**src/sv/sfla_pkg.sv**
```systemverilog
// Shared types, constants and index helpers for the sub-pool block allocator.
package sfla_pkg;

	localparam int NUM_SUBPOOLS    = 4;
	localparam int BLOCKS_PER_POOL = 64;

	localparam int IDX_W     = 8;
	localparam int COUNT_W   = 7;
	localparam int LINK_W    = 7;
	localparam int STATUS_W  = 2;
	localparam int NUM_ENTRIES = 1 << IDX_W;

	localparam int MAX_POOLS_FIT = NUM_ENTRIES / BLOCKS_PER_POOL;
	localparam int USABLE_POOLS  = (NUM_SUBPOOLS < MAX_POOLS_FIT) ? NUM_SUBPOOLS : MAX_POOLS_FIT;
	localparam int POOL_W        = (USABLE_POOLS > 1) ? $clog2(USABLE_POOLS) : 1;
	localparam int TOTAL_BLOCKS  = USABLE_POOLS * BLOCKS_PER_POOL;

	localparam int IN_DATA_W  = ((COUNT_W + IDX_W + 7) / 8) * 8;
	localparam int OUT_DATA_W = ((IDX_W + 7) / 8) * 8;

	// End-of-list marker stored in links and list heads.
	localparam logic [LINK_W-1:0] LINK_NULL = LINK_W'(64);

	localparam logic OP_ALLOC = 1'b0;
	localparam logic OP_FREE  = 1'b1;

	typedef enum logic [STATUS_W-1:0] {
		ST_OK       = 2'd0,
		ST_NO_SPACE = 2'd1,
		ST_NOT_OCC  = 2'd2
	} status_t;

	typedef enum logic [2:0] {
		S_IDLE,
		S_POP,
		S_FREE,
		S_NOSPACE,
		S_BADFREE
	} ctrl_state_t;

	// Commands from the controller to the datapath.
	typedef struct packed {
		logic load;
		logic pop;
		logic free_upd;
		logic err_nospace;
		logic err_badfree;
	} dp_cmd_t;

	// Status from the datapath to the controller.
	typedef struct packed {
		logic in_is_free;
		logic in_count_zero;
		logic in_pool_found;
		logic in_free_ok;
		logic head_null;
		logic pop_last;
		logic slot_free;
	} dp_stat_t;

	function automatic logic [POOL_W-1:0] pool_of(input logic [IDX_W-1:0] idx);
		logic [POOL_W-1:0] r;
		r = '0;
		for (int p = 1; p < USABLE_POOLS; p++) begin
			if (int'(idx) >= p * BLOCKS_PER_POOL) begin
				r = POOL_W'(p);
			end
		end
		return r;
	endfunction

	function automatic logic [IDX_W-1:0] pool_base(input logic [POOL_W-1:0] pool);
		return IDX_W'(int'(pool) * BLOCKS_PER_POOL);
	endfunction

	function automatic logic [LINK_W-1:0] local_of(input logic [IDX_W-1:0] idx);
		logic [IDX_W-1:0] d;
		d = idx - pool_base(pool_of(idx));
		return d[LINK_W-1:0];
	endfunction

	// Link held by an entry that was never written since reset.
	function automatic logic [LINK_W-1:0] default_link(input logic [IDX_W-1:0] idx);
		logic [LINK_W-1:0] l;
		l = local_of(idx);
		return (int'(l) + 1 < BLOCKS_PER_POOL) ? LINK_W'(int'(l) + 1) : LINK_NULL;
	endfunction

endpackage

```
**src/sv/sfla_ram.sv**
```systemverilog
// Generic single-write, single-read RAM with registered read data.
module sfla_ram #(
	parameter int WIDTH = 8,
	parameter int DEPTH = 256
) (
	input  logic                                   clk,
	input  logic                                   we,
	input  logic [((DEPTH > 1) ? $clog2(DEPTH) : 1)-1:0] waddr,
	input  logic [WIDTH-1:0]                       wdata,
	input  logic                                   re,
	input  logic [((DEPTH > 1) ? $clog2(DEPTH) : 1)-1:0] raddr,
	output logic [WIDTH-1:0]                       rdata
);

	logic [WIDTH-1:0] mem_q [DEPTH];
	logic [WIDTH-1:0] rdata_q;

	always_ff @(posedge clk) begin
		if (we) begin
			mem_q[waddr] <= wdata;
		end
		if (re) begin
			rdata_q <= mem_q[raddr];
		end
	end

	assign rdata = rdata_q;

endmodule

```
**src/sv/sfla_ctrl.sv**
```systemverilog
// Controller state machine that sequences accepts, pops, frees and error results.
module sfla_ctrl import sfla_pkg::*; (
	input  logic     clk,
	input  logic     arst_n,
	input  logic     in_valid,
	output logic     in_ready,
	input  dp_stat_t stat,
	output dp_cmd_t  cmd
);

	ctrl_state_t state_q, state_d;
	logic        accept;

	assign accept = in_valid && in_ready;

	always_ff @(posedge clk or negedge arst_n) begin
		if (!arst_n) begin
			state_q <= S_IDLE;
		end else begin
			state_q <= state_d;
		end
	end

	always_comb begin
		state_d = state_q;
		case (state_q)
			S_IDLE: begin
				if (accept) begin
					if (stat.in_is_free) begin
						state_d = stat.in_free_ok ? S_FREE : S_BADFREE;
					end else if (stat.in_count_zero) begin
						state_d = S_IDLE;
					end else begin
						state_d = stat.in_pool_found ? S_POP : S_NOSPACE;
					end
				end
			end
			S_POP: begin
				if (stat.slot_free && (stat.head_null || stat.pop_last)) begin
					state_d = S_IDLE;
				end
			end
			S_FREE, S_NOSPACE, S_BADFREE: begin
				if (stat.slot_free) begin
					state_d = S_IDLE;
				end
			end
			default: state_d = S_IDLE;
		endcase
	end

	always_comb begin
		cmd      = '0;
		in_ready = 1'b0;
		case (state_q)
			S_IDLE: begin
				in_ready = 1'b1;
				cmd.load = accept;
			end
			S_POP: begin
				cmd.pop         = stat.slot_free && !stat.head_null;
				cmd.err_nospace = stat.slot_free && stat.head_null;
			end
			S_FREE:    cmd.free_upd    = stat.slot_free;
			S_NOSPACE: cmd.err_nospace = stat.slot_free;
			S_BADFREE: cmd.err_badfree = stat.slot_free;
			default: begin
				cmd      = '0;
				in_ready = 1'b0;
			end
		endcase
	end

	// A run of pops always ends back in idle, never in another work state.
	assert property (@(posedge clk) disable iff (!arst_n)
		(state_q == S_POP && state_d != S_POP) |-> state_d == S_IDLE)
		else $error("pop run left to a state other than idle");

endmodule

```
**src/sv/sfla_dp.sv**
```systemverilog
// Datapath: free-list heads, used counts, link RAM with occupied flags, result register.
module sfla_dp import sfla_pkg::*; (
	input  logic               clk,
	input  logic               arst_n,
	input  dp_cmd_t            cmd,
	output dp_stat_t           stat,
	input  logic               in_op,
	input  logic [COUNT_W-1:0] in_count,
	input  logic [IDX_W-1:0]   in_blk,
	output logic               out_valid,
	input  logic               out_ready,
	output logic [IDX_W-1:0]   out_blk,
	output status_t            out_status,
	output logic               out_last
);

	localparam logic [COUNT_W:0] BPP_X   = (COUNT_W + 1)'(BLOCKS_PER_POOL);
	localparam logic [LINK_W-1:0] BPP_L  = LINK_W'(BLOCKS_PER_POOL);
	localparam logic [IDX_W:0]   TOTAL_X = (IDX_W + 1)'(TOTAL_BLOCKS);

	logic [LINK_W-1:0]  free_head_q [USABLE_POOLS];
	logic [COUNT_W-1:0] used_q      [USABLE_POOLS];
	logic [NUM_ENTRIES-1:0] valid_q;

	logic [POOL_W-1:0]  pool_q;
	logic [COUNT_W-1:0] remain_q;
	logic [IDX_W-1:0]   blk_q;
	logic [IDX_W-1:0]   rd_addr_q;
	logic               rd_valid_q;

	logic               out_valid_q;
	logic [IDX_W-1:0]   out_blk_q;
	status_t            out_status_q;
	logic               out_last_q;

	logic [USABLE_POOLS-1:0] fits;
	logic               pool_found;
	logic [POOL_W-1:0]  pool_sel;

	logic [LINK_W:0]    ram_rdata;
	logic               ram_we, ram_re;
	logic [IDX_W-1:0]   ram_waddr, rd_addr;
	logic [LINK_W:0]    ram_wdata;

	logic [LINK_W-1:0]  head_cur, entry_link;
	logic               entry_occ, pop_last, slot_free, emit;
	logic [IDX_W-1:0]   pop_g;

	// First-fit search over the sub-pools, lowest index wins.
	always_comb begin
		for (int p = 0; p < USABLE_POOLS; p++) begin
			fits[p] = ({1'b0, used_q[p]} <= BPP_X) &&
				((BPP_X - {1'b0, used_q[p]}) >= {1'b0, in_count});
		end
		pool_found = 1'b0;
		pool_sel   = '0;
		for (int p = USABLE_POOLS - 1; p >= 0; p--) begin
			if (fits[p]) begin
				pool_found = 1'b1;
				pool_sel   = POOL_W'(p);
			end
		end
	end

	assign head_cur   = free_head_q[pool_q];
	assign entry_occ  = rd_valid_q ? ram_rdata[LINK_W] : 1'b0;
	assign entry_link = rd_valid_q ? ram_rdata[LINK_W-1:0] : default_link(rd_addr_q);
	assign pop_g      = pool_base(pool_q) + IDX_W'(head_cur);
	assign pop_last   = (remain_q == COUNT_W'(1)) || (entry_link >= BPP_L);
	assign slot_free  = !out_valid_q || out_ready;
	assign emit       = cmd.pop || cmd.free_upd || cmd.err_nospace || cmd.err_badfree;

	always_comb begin
		if (cmd.load) begin
			rd_addr = (in_op == OP_FREE) ? in_blk :
				pool_base(pool_sel) + IDX_W'(free_head_q[pool_sel]);
		end else begin
			rd_addr = pool_base(pool_q) + IDX_W'(entry_link);
		end
	end

	assign ram_re    = cmd.load || (cmd.pop && !pop_last);
	assign ram_we    = cmd.pop || (cmd.free_upd && entry_occ);
	assign ram_waddr = cmd.pop ? pop_g : blk_q;
	assign ram_wdata = cmd.pop ? {1'b1, entry_link} : {1'b0, head_cur};

	sfla_ram #(
		.WIDTH(LINK_W + 1),
		.DEPTH(NUM_ENTRIES)
	) u_link_ram (
		.clk   (clk),
		.we    (ram_we),
		.waddr (ram_waddr),
		.wdata (ram_wdata),
		.re    (ram_re),
		.raddr (rd_addr),
		.rdata (ram_rdata)
	);

	always_ff @(posedge clk or negedge arst_n) begin
		if (!arst_n) begin
			for (int p = 0; p < USABLE_POOLS; p++) begin
				free_head_q[p] <= '0;
				used_q[p]      <= '0;
			end
			valid_q     <= '0;
			rd_valid_q  <= 1'b0;
			out_valid_q <= 1'b0;
		end else begin
			if (ram_re) begin
				rd_valid_q <= valid_q[rd_addr];
			end
			if (cmd.pop) begin
				free_head_q[pool_q] <= entry_link;
				used_q[pool_q]      <= used_q[pool_q] + COUNT_W'(1);
				valid_q[pop_g]      <= 1'b1;
			end
			if (cmd.free_upd && entry_occ) begin
				free_head_q[pool_q] <= local_of(blk_q);
				if (used_q[pool_q] != '0) begin
					used_q[pool_q] <= used_q[pool_q] - COUNT_W'(1);
				end
				valid_q[blk_q] <= 1'b1;
			end
			if (emit) begin
				out_valid_q <= 1'b1;
			end else if (out_ready) begin
				out_valid_q <= 1'b0;
			end
		end
	end

	always_ff @(posedge clk) begin
		if (cmd.load) begin
			pool_q   <= (in_op == OP_FREE) ? pool_of(in_blk) : pool_sel;
			remain_q <= in_count;
			blk_q    <= in_blk;
		end else if (cmd.pop) begin
			remain_q <= remain_q - COUNT_W'(1);
		end
		if (ram_re) begin
			rd_addr_q <= rd_addr;
		end
		if (emit) begin
			if (cmd.pop) begin
				out_blk_q    <= pop_g;
				out_status_q <= ST_OK;
				out_last_q   <= pop_last;
			end else if (cmd.free_upd && entry_occ) begin
				out_blk_q    <= blk_q;
				out_status_q <= ST_OK;
				out_last_q   <= 1'b1;
			end else if (cmd.err_nospace) begin
				out_blk_q    <= '0;
				out_status_q <= ST_NO_SPACE;
				out_last_q   <= 1'b1;
			end else begin
				out_blk_q    <= '0;
				out_status_q <= ST_NOT_OCC;
				out_last_q   <= 1'b1;
			end
		end
	end

	assign stat.in_is_free    = (in_op == OP_FREE);
	assign stat.in_count_zero = (in_count == '0);
	assign stat.in_pool_found = pool_found;
	assign stat.in_free_ok    = ({1'b0, in_blk} < TOTAL_X);
	assign stat.head_null     = (head_cur >= BPP_L);
	assign stat.pop_last      = pop_last;
	assign stat.slot_free     = slot_free;

	assign out_valid  = out_valid_q;
	assign out_blk    = out_blk_q;
	assign out_status = out_status_q;
	assign out_last   = out_last_q;

	// A block taken from a free list must not already be marked occupied.
	assert property (@(posedge clk) disable iff (!arst_n)
		cmd.pop |-> !entry_occ)
		else $error("popped block already occupied");

	// A new result never overwrites one the receiver has not taken.
	assert property (@(posedge clk) disable iff (!arst_n)
		(emit && out_valid_q) |-> out_ready)
		else $error("result register overwritten");

	// Freeing an occupied block implies its sub-pool has a nonzero used count.
	assert property (@(posedge clk) disable iff (!arst_n)
		(cmd.free_upd && entry_occ) |-> (used_q[pool_q] != '0))
		else $error("used count out of step with occupied flags");

endmodule

```
**src/sv/subpool_free_list_allocator_unit.sv**
```systemverilog
// Top level of the sub-pool free-list block allocator.
//
// The pool of 256 blocks is split into equal sub-pools, each with a LIFO
// free list kept as one link per block in a block RAM plus a head register.
// Requests arrive on the s_axis channel: tuser selects allocate or free, and
// tdata carries the block count and the block index. Results leave on the
// m_axis channel, one transfer per allocated block, or a single transfer for
// a free or an error; tlast marks the final result of each request.
// An allocate first reads the head entry of the chosen sub-pool, then pops
// one block at a time, each pop following a link read from the registered
// RAM. A free reads the block's entry and occupied flag, then pushes it.
// An allocate with a zero count produces nothing.
// One request is in work at a time; the next is accepted once the last
// result of the current one is in the output register.
// Reset is immediate: a valid bit per RAM entry makes unwritten entries read
// as their initial link, so no clearing pass runs and the first request is
// accepted in the cycle after reset is released.
// When the receiver stalls, the output register holds its result and the
// pop sequence waits; nothing is dropped.
module subpool_free_list_allocator_unit import sfla_pkg::*; (
	input  logic                  clk,
	input  logic                  arst_n,
	input  logic                  s_axis_tvalid,
	output logic                  s_axis_tready,
	input  logic [IN_DATA_W-1:0]  s_axis_tdata,   // count [6:0], block_index [14:7], zero
	input  logic                  s_axis_tuser,   // op
	output logic                  m_axis_tvalid,
	input  logic                  m_axis_tready,
	output logic [OUT_DATA_W-1:0] m_axis_tdata,   // block_index_res [7:0]
	output logic [STATUS_W-1:0]   m_axis_tuser,   // status [1:0]
	output logic                  m_axis_tlast    // last
);

	dp_cmd_t  cmd;
	dp_stat_t stat;
	logic [IDX_W-1:0] out_blk;
	status_t          out_status;

	// The controller keeps only its sequencing state and decides what happens
	// each cycle; the free lists, used counts and results live in the datapath.
	sfla_ctrl u_ctrl (
		.clk      (clk),
		.arst_n   (arst_n),
		.in_valid (s_axis_tvalid),
		.in_ready (s_axis_tready),
		.stat     (stat),
		.cmd      (cmd)
	);

	sfla_dp u_dp (
		.clk        (clk),
		.arst_n     (arst_n),
		.cmd        (cmd),
		.stat       (stat),
		.in_op      (s_axis_tuser),
		.in_count   (s_axis_tdata[COUNT_W-1:0]),
		.in_blk     (s_axis_tdata[COUNT_W +: IDX_W]),
		.out_valid  (m_axis_tvalid),
		.out_ready  (m_axis_tready),
		.out_blk    (out_blk),
		.out_status (out_status),
		.out_last   (m_axis_tlast)
	);

	assign m_axis_tdata = OUT_DATA_W'(out_blk);
	assign m_axis_tuser = out_status;

	// Every error result is a lone transfer with a zero block index.
	assert property (@(posedge clk) disable iff (!arst_n)
		(m_axis_tvalid && (m_axis_tuser != ST_OK)) |->
			(m_axis_tdata == '0) && m_axis_tlast)
		else $error("error result with nonzero index or without last");

endmodule
```
**config.mk**
```make
export PLATFORM = sky130hd
export DESIGN_NAME = subpool_free_list_allocator_unit
export DESIGN_NICKNAME = d
export VERILOG_FILES = /design/src/sv/sfla_pkg.sv /design/src/sv/sfla_ram.sv /design/src/sv/sfla_ctrl.sv /design/src/sv/sfla_dp.sv /design/src/sv/subpool_free_list_allocator_unit.sv
export SDC_FILE = /design/constraint.sdc
export NUM_CORES = 2
export LEC_CHECK = 0
export ABC_AREA = 1
export BUFFER_PORTS_ARGS = -buffer_cell sky130_fd_sc_hd__buf_4
export CORE_AREA = 2 2 647 649
export DETAILED_ROUTE_END_ITERATION = 8
export DIE_AREA = 0 0 649 651
export PLACE_DENSITY = 0.46
export SYNTH_ARGS = -nofsm -noshare
export SYNTH_HDL_FRONTEND = slang
export SYNTH_SLANG_ARGS = --single-unit
```
**constraint.sdc**
```tcl
create_clock -name clk -period 26.1 [get_ports clk]
set_input_delay 3.915 -clock clk [delete_from_list [all_inputs] [get_ports clk]]
set_output_delay 3.915 -clock clk [all_outputs]
set_load 0.01 [all_outputs]
```
==> impl_metrics.toml <==
[outcome]
status = "completed"

[sta]
hold_viol_final = 0
min_period_ns = 11.39
setup_tns_ns = 0
fmax_ghz = 0.08777
rsz0062_at_grt = "false"
maxSlewHeadroom_pct = 11.03
holdWs_ns = 0.4666
final_max_slew_viol_count = 0
setup_viol = 0
fin_crit_sh_pct = 43.66
final.setup_skew_ns = 0.06735
max_slew.worst_pin.slew_ns = 1.331

[critical_path]
rrSetupSlack_ns = 16.95
r2r_start = "u_dp.used_q[21]"
ff2ff_path_depth = 33
cpMostUsedCell = "nand3_1"
arrival_ns = 12.10
slowest_delay_ns = 0.85
crit_family = "buffers and inverters"
crit_buf_inv = 7
cp-end-kind = "flop"
reg2reg_to = "u_dp.u_link_ram.rdata[1]"
criticalPathCategory = "in2reg"
crit_start = "s_axis_tdata[5]"
cp_slowest_cell = "inv_8"
cp.required_ns = 26.81
critPathLaunchType = "input port"
crit_fanout = 127

[synth]
synth_area_leaders = "edfxtp_1, nand2_1, nand3_1, dfrtp_1, o211ai_1"
yosysMostFrequentCell = "nand2_1"
async_reset_ff_share_pct = 13.13
avgSynthCellArea_um2 = 10.99
yosysWarnings = 0
synth-seq-cells = 2406
synthesis.nets = 9485
syn_inst = 9424
synth_top_cells_by_count = "nand2_1, edfxtp_1, nand3_1, nor2_1, inv_1"
synth-main-ff-cell = "edfxtp_1"
synth_edf_count = 2090
syn_area_um2 = 103500
ys_seq_area_share_pct = 68.25
netlist.area_leader.share_pct = 60.61
synth_top_area_cell = "edfxtp_1"
yosysUniqueCellTypes = 44

[drt]
routedWlPerCell_um = 21.87
drc_errors = 0
num_vias = 71544
dr.pass1.iters = 7
drt_iter0_markers = 6955
vias_per_cell = 4.792
ant_nets = 0
wl_um = 326600

[cts]
clk_latency_ns = 0.89
cts_resized = 0
post-cts-setup-buffer-count = 0
root_buffer = "clkbuf_16"
cts_sinks = 2406
path_clk_slew_ns = 0.06
cts_buffers = 274
ctsHoldBuffers = 0
clockBufferDepth = 4
htreeDepth = 5
cts_tree = "yes"

[finish]
nNetsFinal = 9292
syn2layout_area_growth_pct = 13.63
n_fill_cell = 42687
multi_input_area_um2 = 27920
fin_util_pct = 28.32
stdcell_count = 14931
seq_area_um2 = 70670
drive_gt1_share_pct = 6.162

[placement]
gp_congestion = 0.8644
placedCellCount = 14452
post-dp-hpwl_um = 185000
numPortBuffers = 32

[floorplanning]
core_area_um2 = 415400
fp.dieW_um = 649
die_height_um = 651
die_area_um2 = 422500
pin_count = 34
start_util_pct = 24.92
num_rows = 237

[hold_path]
whs_path_depth = 2
worstHoldStart = "u_dp.valid_q[87]"
min_to = "u_dp.valid_q[87]"
worstHoldPathType = "reg2reg"

[grt]
antenna_found_initial = 5
grt_overflow = 0
grt_pass1_wl_um = 477500
grt_max_degree = 202
grt_usage_pct = 14.96
first_global_vias = 69353

[job]
maxCapViolCount = 0
==> how the worst max path moves through the flow <==
stage | to | slack, ns | cells after the start
after floorplan | u_dp.u_link_ram.mem_q[0][0] | 4.04 | 7
after global placement | u_dp.u_link_ram.rdata[1] | 13.63 | 32
after detailed placement | u_dp.u_link_ram.rdata[1] | 13.64 | 32
after global routing | u_dp.u_link_ram.rdata[0] | 14.13 | 32
final | u_dp.u_link_ram.rdata[1] | 14.71 | 29
after CTS | u_dp.u_link_ram.rdata[1] | 14.56 | 32
==> cells by family (layout without fill, tap and decap cells) <==
group / count (synthesis) / in the layout / share of synthesized area (%)
and+or+nand+nor: 4743 / 4743 / 19.45
other: 0 / 5 / 0
DFF: 2406 / 2406 / 68.25
buffers and inverters: 1215 / 1220 / 4.986
AOI/OAI and AO/OA: 986 / 986 / 6.546
adders and majority gates: 40 / 40 / 0.4833
xor gates and xnor gates: 34 / 34 / 0.2876
==> through the flow <==
step	area (um^2)	setup WS [ns]
CTS	117600	14.56
detailed placement	109000	13.64
finish	117700	14.71
floorplan	103500	4.041
global placement	109000	13.63
global route	117700	14.13
==> routing by layer <==
metal	wire length, um	share of wire, %	track usage [%]
met2	151400	46	24.29
met3	21150	6.5	2.403
met5	9	0.0028	0
met4	10170	3.1	4.946
met1	143900	44	20.31
==> cell type report <==
class                   count  share of cell area, %
multi-input cells        5803                  23.73
well taps                5497                  5.846
diodes                      5                0.01063
repair buffers            159                  1.127
inverters                 587                  1.903
clock inverters           119                  1.024
flip-flops and latches   2406                  60.06
clock buffers             355                  6.299
==> registers in the layout, indices dropped and copies added (netlist names) <==
register,cells
u_dp.u_link_ram.rdata,8
u_dp.out_valid,1
u_dp.used_q,28
u_dp.pool_q,2
u_dp.out_status,2
u_dp.u_link_ram.mem_q,2048
u_dp.blk_q,8
u_dp.rd_addr_q,6
u_dp.valid_q,256
u_dp.free_head_q,28
u_dp.remain_q,7
u_ctrl.state_q,2
u_dp.rd_valid_q,1
u_dp.out_last,1
u_dp.out_blk,8
==> cells in the final DEF, fill, tap and decap left out, drive strengths merged <==
master / count
o221ai: 220
nor3b: 1
nand3b: 2
or2: 3
nand4: 15
a22oi: 5
nand2: 2353
o21ai: 290
buf: 159
xor2: 26
o31ai: 17
o211ai: 353
o2111ai: 1
clkinvlp: 4
o22ai: 21
clkinv: 88
nand3: 1730
o21a: 14
ha: 40
a21o: 1
and3: 2
a31oi: 3
a21oi: 59
diode: 5
xnor2: 8
edfxtp: 2090
a221oi: 2
nor4: 1
dfrtp: 316
nor2: 608
bufinv: 23
nor3: 28
inv: 591
clkbuf: 355
==> tightest hold or removal path, delay by kind of cell, from the launching register on <==
family,cells,cell delay [ns]
flip-flops,1,0.32
AO/OA/AOI/OAI,1,0.06
buffers and inverters,1,0.05
Power is not shown: default switching activity piles up to over one toggle a cycle in this logic, so the estimate is an artifact.
